[src/ckbd_pkg.sv]
// Shared types and constants for the capacitive key baseline detector.
// No dependencies; imported by the key cell and the top level.
`timescale 1ns / 1ps
package ckbd_pkg;

	localparam int NUM_KEYS   = 4;
	localparam int CAL_PASSES = 15;
	localparam int CNT_W      = 16;
	localparam int THR_W      = 15;
	localparam int STEP_W     = $clog2(CAL_PASSES + 2);
	localparam int LED_W      = 5;
	localparam int OUT_W      = 16;

	localparam logic [THR_W-1:0]  THRESH_RESET = THR_W'(30);
	localparam logic [STEP_W-1:0] STEP_RUN     = STEP_W'(CAL_PASSES + 1);

	// LED bit positions
	localparam int LED_KEY0 = 3;
	localparam int LED_KEY1 = 4;
	localparam int LED_KEY2 = 1;
	localparam int LED_KEY3 = 0;

	typedef enum logic [1:0] {
		MODE_LOAD,
		MODE_AVG,
		MODE_RUN
	} cell_mode_t;

	// One scan as it moves down the chain. Counts shift toward index 0 so
	// each cell consumes cnt[0]; pressed flags shift in at the top.
	typedef struct packed {
		cell_mode_t                     mode;
		logic [THR_W-1:0]               run;
		logic [NUM_KEYS-1:0][CNT_W-1:0] cnt;
		logic [NUM_KEYS-1:0]            pressed;
	} scan_t;

endpackage

[src/ckbd_cell.sv]
// One key cell: holds that key's baseline and one stage of the scan chain.
// Depends on ckbd_pkg.
`timescale 1ns / 1ps
module ckbd_cell (
	input  logic          clk,
	input  logic          arst_n,
	input  logic          in_valid,
	output logic          in_ready,
	input  ckbd_pkg::scan_t in_word,
	output logic          out_valid,
	input  logic          out_ready,
	output ckbd_pkg::scan_t out_word
);
	import ckbd_pkg::*;

	logic             valid_q;
	scan_t            word_q;
	logic [CNT_W-1:0] baseline_q;

	logic [CNT_W-1:0] cnt;
	logic [CNT_W:0]   sum;
	logic [CNT_W-1:0] avg;
	logic [CNT_W-1:0] diff;
	logic             neg;
	logic             press;
	logic [CNT_W-1:0] base_nxt;
	logic [CNT_W-1:0] base_hold;
	scan_t            word_nxt;
	logic             load;

	assign in_ready = ~valid_q | out_ready;
	assign load     = in_valid & in_ready;

	always_comb begin
		cnt   = in_word.cnt[0];
		sum   = {1'b0, baseline_q} + {1'b0, cnt};
		avg   = sum[CNT_W:1];
		diff  = baseline_q - cnt;
		neg   = diff[CNT_W-1];
		press = 1'b0;
		base_hold = neg ? avg : baseline_q;
		unique case (in_word.mode)
			MODE_LOAD: base_nxt = cnt;
			MODE_AVG:  base_nxt = avg;
			MODE_RUN: begin
				// negative delta reads as zero, never beats the running max
				press    = ~neg && (diff[THR_W-1:0] > in_word.run);
				base_nxt = press ? baseline_q : base_hold - CNT_W'(1);
			end
			default:   base_nxt = baseline_q;
		endcase

		word_nxt         = in_word;
		word_nxt.run     = press ? diff[THR_W-1:0] : in_word.run;
		word_nxt.cnt     = {CNT_W'(0), in_word.cnt[NUM_KEYS-1:1]};
		word_nxt.pressed = {press, in_word.pressed[NUM_KEYS-1:1]};
	end

	always_ff @(posedge clk or negedge arst_n) begin
		if (!arst_n) begin
			valid_q    <= 1'b0;
			baseline_q <= '0;
		end else begin
			if (in_ready)
				valid_q <= in_valid;
			if (load)
				baseline_q <= base_nxt;
		end
	end

	always_ff @(posedge clk) begin
		if (load)
			word_q <= word_nxt;
	end

	assign out_valid = valid_q;
	assign out_word  = word_q;

endmodule

[src/capacitive_key_baseline_detector.sv]
// Top level of the capacitive key baseline detector: stream ports, threshold
// register, calibration counter and the chain of key cells. Depends on
// ckbd_pkg and ckbd_cell.
`timescale 1ns / 1ps
// Takes one scan word (four oscillator counts) and returns one result word
// with per-key pressed flags, the LED pattern and a calibrating flag in
// tuser. The first scan after reset loads the baselines and the next fifteen
// average into them; results of those sixteen scans carry calibrating = 1
// and all-zero flags. After that each key's baseline-minus-count is compared,
// key 0 first, against a running maximum seeded by press_threshold. The
// keys sit in a row of four cells, one pipeline stage each, each owning its
// key's baseline and handing the running maximum to the next: a new scan is
// accepted every cycle unless a master-side stall backs up to the first
// cell, and its result word passes through the four cell registers in turn,
// the last cell's register acting as the output register. Stalls on the
// master side back up stage by stage, so empty stages still take new scans.
// press_threshold resets to 30 and should only be written while the block is
// idle.
module capacitive_key_baseline_detector (
	input  logic        clk,
	input  logic        arst_n,
	// threshold register
	input  logic        cfg_we,
	input  logic [14:0] cfg_wdata,   // press_threshold
	// scan in
	input  logic        s_tvalid,
	output logic        s_tready,
	input  logic [63:0] s_tdata,     // count_key0[15:0], count_key1, count_key2, count_key3
	// result out
	output logic        m_tvalid,
	input  logic        m_tready,
	output logic [15:0] m_tdata,     // pressed_key0..3 [3:0], led_pattern [8:4], zero [15:9]
	output logic        m_tuser      // calibrating
);
	import ckbd_pkg::*;

	logic [THR_W-1:0]  threshold_q;
	logic [STEP_W-1:0] cal_step_q;

	logic [NUM_KEYS:0] ch_valid;
	logic [NUM_KEYS:0] ch_ready;
	scan_t             ch_word [NUM_KEYS+1];

	logic              accept;
	cell_mode_t        entry_mode;
	scan_t             last_word;
	logic [LED_W-1:0]  led;

	assign accept = s_tvalid & s_tready;

	// threshold register, plain write
	always_ff @(posedge clk or negedge arst_n) begin
		if (!arst_n)
			threshold_q <= THRESH_RESET;
		else if (cfg_we)
			threshold_q <= cfg_wdata;
	end

	// calibration counter: sticks at STEP_RUN
	always_ff @(posedge clk or negedge arst_n) begin
		if (!arst_n)
			cal_step_q <= '0;
		else if (accept && cal_step_q != STEP_RUN)
			cal_step_q <= cal_step_q + STEP_W'(1);
	end

	always_comb begin
		if (cal_step_q == '0)
			entry_mode = MODE_LOAD;
		else if (cal_step_q != STEP_RUN)
			entry_mode = MODE_AVG;
		else
			entry_mode = MODE_RUN;
	end

	// head of chain: the mode travels with the scan
	always_comb begin
		ch_word[0].mode    = entry_mode;
		ch_word[0].run     = threshold_q;
		ch_word[0].pressed = '0;
		for (int k = 0; k < NUM_KEYS; k++)
			ch_word[0].cnt[k] = s_tdata[k*CNT_W +: CNT_W];
	end

	assign ch_valid[0] = s_tvalid;
	assign s_tready    = ch_ready[0];

	for (genvar k = 0; k < NUM_KEYS; k++) begin : g_cell
		ckbd_cell u_cell (
			.clk       (clk),
			.arst_n    (arst_n),
			.in_valid  (ch_valid[k]),
			.in_ready  (ch_ready[k]),
			.in_word   (ch_word[k]),
			.out_valid (ch_valid[k+1]),
			.out_ready (ch_ready[k+1]),
			.out_word  (ch_word[k+1])
		);
	end

	assign ch_ready[NUM_KEYS] = m_tready;
	assign last_word          = ch_word[NUM_KEYS];

	always_comb begin
		led           = '0;
		led[LED_KEY0] = last_word.pressed[0];
		led[LED_KEY1] = last_word.pressed[1];
		led[LED_KEY2] = last_word.pressed[2];
		led[LED_KEY3] = last_word.pressed[3];
	end

	assign m_tvalid = ch_valid[NUM_KEYS];
	assign m_tdata  = {(OUT_W - NUM_KEYS - LED_W)'(0), led, last_word.pressed};
	assign m_tuser  = (last_word.mode != MODE_RUN);

endmodule

[config.mk]
export PLATFORM = sky130hd
export DESIGN_NAME = capacitive_key_baseline_detector
export DESIGN_NICKNAME = d
export VERILOG_FILES = /design/src/ckbd_pkg.sv /design/src/ckbd_cell.sv /design/src/capacitive_key_baseline_detector.sv
export SDC_FILE = /design/constraint.sdc
export NUM_CORES = 1
export LEC_CHECK = 0
export ABC_AREA = 1
export BUFFER_PORTS_ARGS = -buffer_cell sky130_fd_sc_hd__buf_4
export CAP_MARGIN = 25
export CORE_MARGIN = 5
export CORE_UTILIZATION = 50
export CTS_CLUSTER_DIAMETER = 50
export DETAILED_ROUTE_END_ITERATION = 7
export PLACE_DENSITY = 0.78
export SLEW_MARGIN = 5
export SYNTH_ARGS = -nofsm -noshare
export SYNTH_HDL_FRONTEND = slang
export SYNTH_SLANG_ARGS = --single-unit
export TNS_END_PERCENT = 5
[constraint.sdc]
create_clock -name clk -period 4.96 [get_ports clk]
set_input_delay 0.248 -clock clk [delete_from_list [all_inputs] [get_ports clk]]
set_output_delay 0.248 -clock clk [all_outputs]
set_load 0.01 [all_outputs]
==> flow_summary.json <==
{
  "outcome": "finished clean",
  "critPathLaunchType": "register",
  "drt_iter0_markers": 1703,
  "synth_area_leader_cell": "edfxtp_1",
  "synth-main-ff-cell": "edfxtp_1",
  "nFillCells": 4271,
  "p_leak_uw": 0.01299,
  "timing.rr.start": "g_cell[1].u_cell.baseline_q[0]$_DFFE_PN0P_",
  "yosys.area.top_type_share_pct": 21.29,
  "cellPowerDensity_nw_per_um2": 711.7,
  "hpwlAfterDp_mm": 44.49,
  "period_share_pct": 91.16,
  "multi_input_area_um2": 12840,
  "hold_class": "primary input to register",
  "synth_area_leaders": "edfxtp_1 21%, nand2_1 17%, ha_1 11%",
  "ys_warn_count": 0,
  "r2r_cells": 23,
  "r2r_end": "g_cell[1].u_cell.out_word[79]$_DFFE_PP_",
  "postCtsSetupBuffers": 0,
  "peakVddDrop_mv": 0.3552,
  "dpl-instance-area_um2": 23270,
  "async_flop_share_pct": 35.63,
  "ant_nets": 0,
  "pwr-share-seq_pct": 17.4,
  "row_count": 77,
  "clk_latency_ns": 0.57,
  "core_um2": 44320,
  "antenna_found_initial": 1,
  "cts_tree": "done",
  "post-route-drc-count": 0,
  "hold_violations": 0,
  "port_buffers": 94,
  "vias_per_cell": 5.214,
  "clk_path_buf_depth": 3,
  "gr-total-overflow": 0,
  "first_pass_iters": 8,
  "synth-edff-count": 159,
  "syn_to_final_growth_pct": 12.58,
  "skew_ns": 0.02345,
  "whs_ns": 0.06775,
  "drive_gt1_share_pct": 9.601,
  "die_area_um2": 49180,
  "p_comb_share_pct": 67.1,
  "crit_path_end_kind": "register",
  "max-cap-violations": 0,
  "vias": 20470,
  "crit_type": "register to register",
  "finalCriticalPeriod_ns": 4.522,
  "crit_path_end": "g_cell[1].u_cell.out_word[79]$_DFFE_PP_",
  "postLayoutCellArea_um2": 25240,
  "ctsHtreeMaxLevel": 2,
  "ys_seq_area_share_pct": 31.14,
  "synth.most_common_cell": "nand2_1",
  "yosys_register_bits": 247,
  "place_congestion": 0.9736,
  "swShare_pct": 53.20,
  "synth_cell_types": 57,
  "wl_per_cell_um": 14.85,
  "fp.dieH_um": 221.8,
  "worstMarginPinSlew_ns": 0.8401,
  "routed_wl_mm": 58.27,
  "cts.clk_slew.worst_paths_ns": 0.06,
  "grt_start_max_net_pins": 52,
  "max_freq_mhz": 221.2,
  "start_util_pct": 50.60,
  "yosys-top-cells-count": "1,034 x nand2_1, 493 x inv_1, 239 x nand3_1, 203 x ha_1, 185 x nor2_1",
  "internal_power_uw": 8408,
  "grt_pass1_vias": 19380,
  "ff2ff_setup_slack_ns": 0.44,
  "num_io_pins": 103,
  "required_ns": 5.24,
  "crit_arrival_ns": 4.80,
  "clkPwrFrac_pct": 15.5,
  "grt_first_pass_wirelength_mm": 95.91,
  "grtUsageTotal_pct": 23.23,
  "diodes": 0,
  "die_w_um": 221.8,
  "crit_start": "g_cell[1].u_cell.baseline_q[0]$_DFFE_PN0P_",
  "drv_slew": 0,
  "power_switching_uw": 9559,
  "syn_area_um2": 22420,
  "final_nets": 3601,
  "critPathMaxFanout": 21,
  "setup-violations-final": 0,
  "slew_headroom_pct": 43.99,
  "ff_latch_area_um2": 6982,
  "synth.avg_cell_area_um2": 7.018,
  "cts_buffers": 37,
  "cts.sinks": 247,
  "root_buffer": "clkbuf_16",
  "syn_inst": 3195
}
-- state kept, by name (all words and copies together) (netlist names) --
register and flops:
cal_step_q 5, g_cell.u_cell.baseline_q 64, g_cell.u_cell.out_valid 4, g_cell.u_cell.out_word 159
threshold_q 15
-- worst min path at each step --
stage / endpoint / start / depth (start not counted) / slack (ns)
final: threshold_q[1]$_DFFE_PN1P_ / cfg_we / 3 / 0.07
after global routing: threshold_q[1]$_DFFE_PN1P_ / cfg_we / 3 / 0.07
after CTS: threshold_q[1]$_DFFE_PN1P_ / cfg_we / 3 / 0.04
after detailed placement: g_cell[3].u_cell.baseline_q[15]$_DFFE_PN0P_ / arst_n / 1 / 0.40
after global placement: g_cell[3].u_cell.baseline_q[15]$_DFFE_PN0P_ / arst_n / 1 / 0.39
after floorplan: cal_step_q[0]$_DFFE_PN0P_ / arst_n / 0 / -0.05
-- layer usage --
metal  track usage [%]  vias to the layer above  wire [um]
li1                  -                    10430          -
met3             3.773                      126       3912
met5                 0                        -         13
met4             7.854                        2       1765
met1             30.83                     9240      25410
met2             38.80                      671      27170
-- timing repair --
action / in CTS / in global routing
hold buffers: 66 / 0
endpoints found under the hold margin: 114 / 0
gates resized for setup: 0 / 3
endpoints found under the setup margin: 0 / 19
-- per-stage QoR --
step,instances,utilization [%],worst slack [ns],total power [uW],TNS [ns]
final,3925,56.96,0.4385,17970,0
after global routing,3925,56.96,-0.01434,19810,-0.01434
after CTS,3924,56.93,0.3726,17870,0
after detailed placement,3792,52.50,0.4705,14930,0
after global placement,3792,52.50,0.6866,14790,0
after floorplan,3202,-,0.1492,12690,0
-- power by group through the flow --
stage	sequential, uW	clock [uW]	combinational [uW]
floorplan	3010	0	9680
global placement	3130	0	11700
detailed placement	3150	0	11800
CTS	3120	2850	11900
global route	3180	2940	13700
finish	3120	2780	12100
-- cell usage in the layout (no fill, tap or decap), types with 20 or more instances in the layout --
master and instances:
inv_1 491, o21ai_0 137, clkbuf_16 39, nand3_1 238
nand2_2 55, xor2_1 74, nand4_1 43, nor2_1 184
dlygate4sd3_1 66, buf_4 105, edfxtp_1 159, nor2_2 20
ha_1 203, dfrtp_1 84, nand2_1 1034, a21oi_1 142
-- critical path: stages, from the launching register on --
cell	delay (ns)
dfrtp_1	0.38
inv_1	0.13
ha_1	0.16
inv_1	0.04
fa_1	0.40
a21oi_1	0.16
o21bai_1	0.12
nand2_1	0.08
nand2_1	0.07
a21boi_0	0.25
o21ai_0	0.17
nand2_1	0.09
nand2_1	0.05
a21oi_1	0.16
xor2_1	0.19
inv_1	0.06
ha_1	0.29
nand2_1	0.07
nor2_1	0.18
nand3_1	0.10
o2111ai_1	0.08
nand3_1	0.31
inv_1	0.50
o21ai_0	0.18
-- cells by family (layout without fill, tap and decap cells) --
kind of cell	after synthesis	after routing	share of synthesized area, %
fa+ha+maj	211	211	12.04
xor+xnor	77	77	3.008
flops	247	247	31.14
mux	1	1	0.05022
simple gates	1647	1647	31.97
other cells	1	8	0.01672
buf+inv	618	749	11.76
compound gates	393	393	10.02
-- final cells by class --
cell class / instances / area share [%]
clock buffer: 44 / 4.059
clock inverter: 22 / 1.095
inverter: 511 / 7.613
multi-input combinational: 2337 / 50.87
sequential: 247 / 27.66
tap: 592 / 2.934
timing repair buffer: 171 / 5.739
timing repair inverter: 1 / 0.02974
Power figures use the tool's default switching activity.
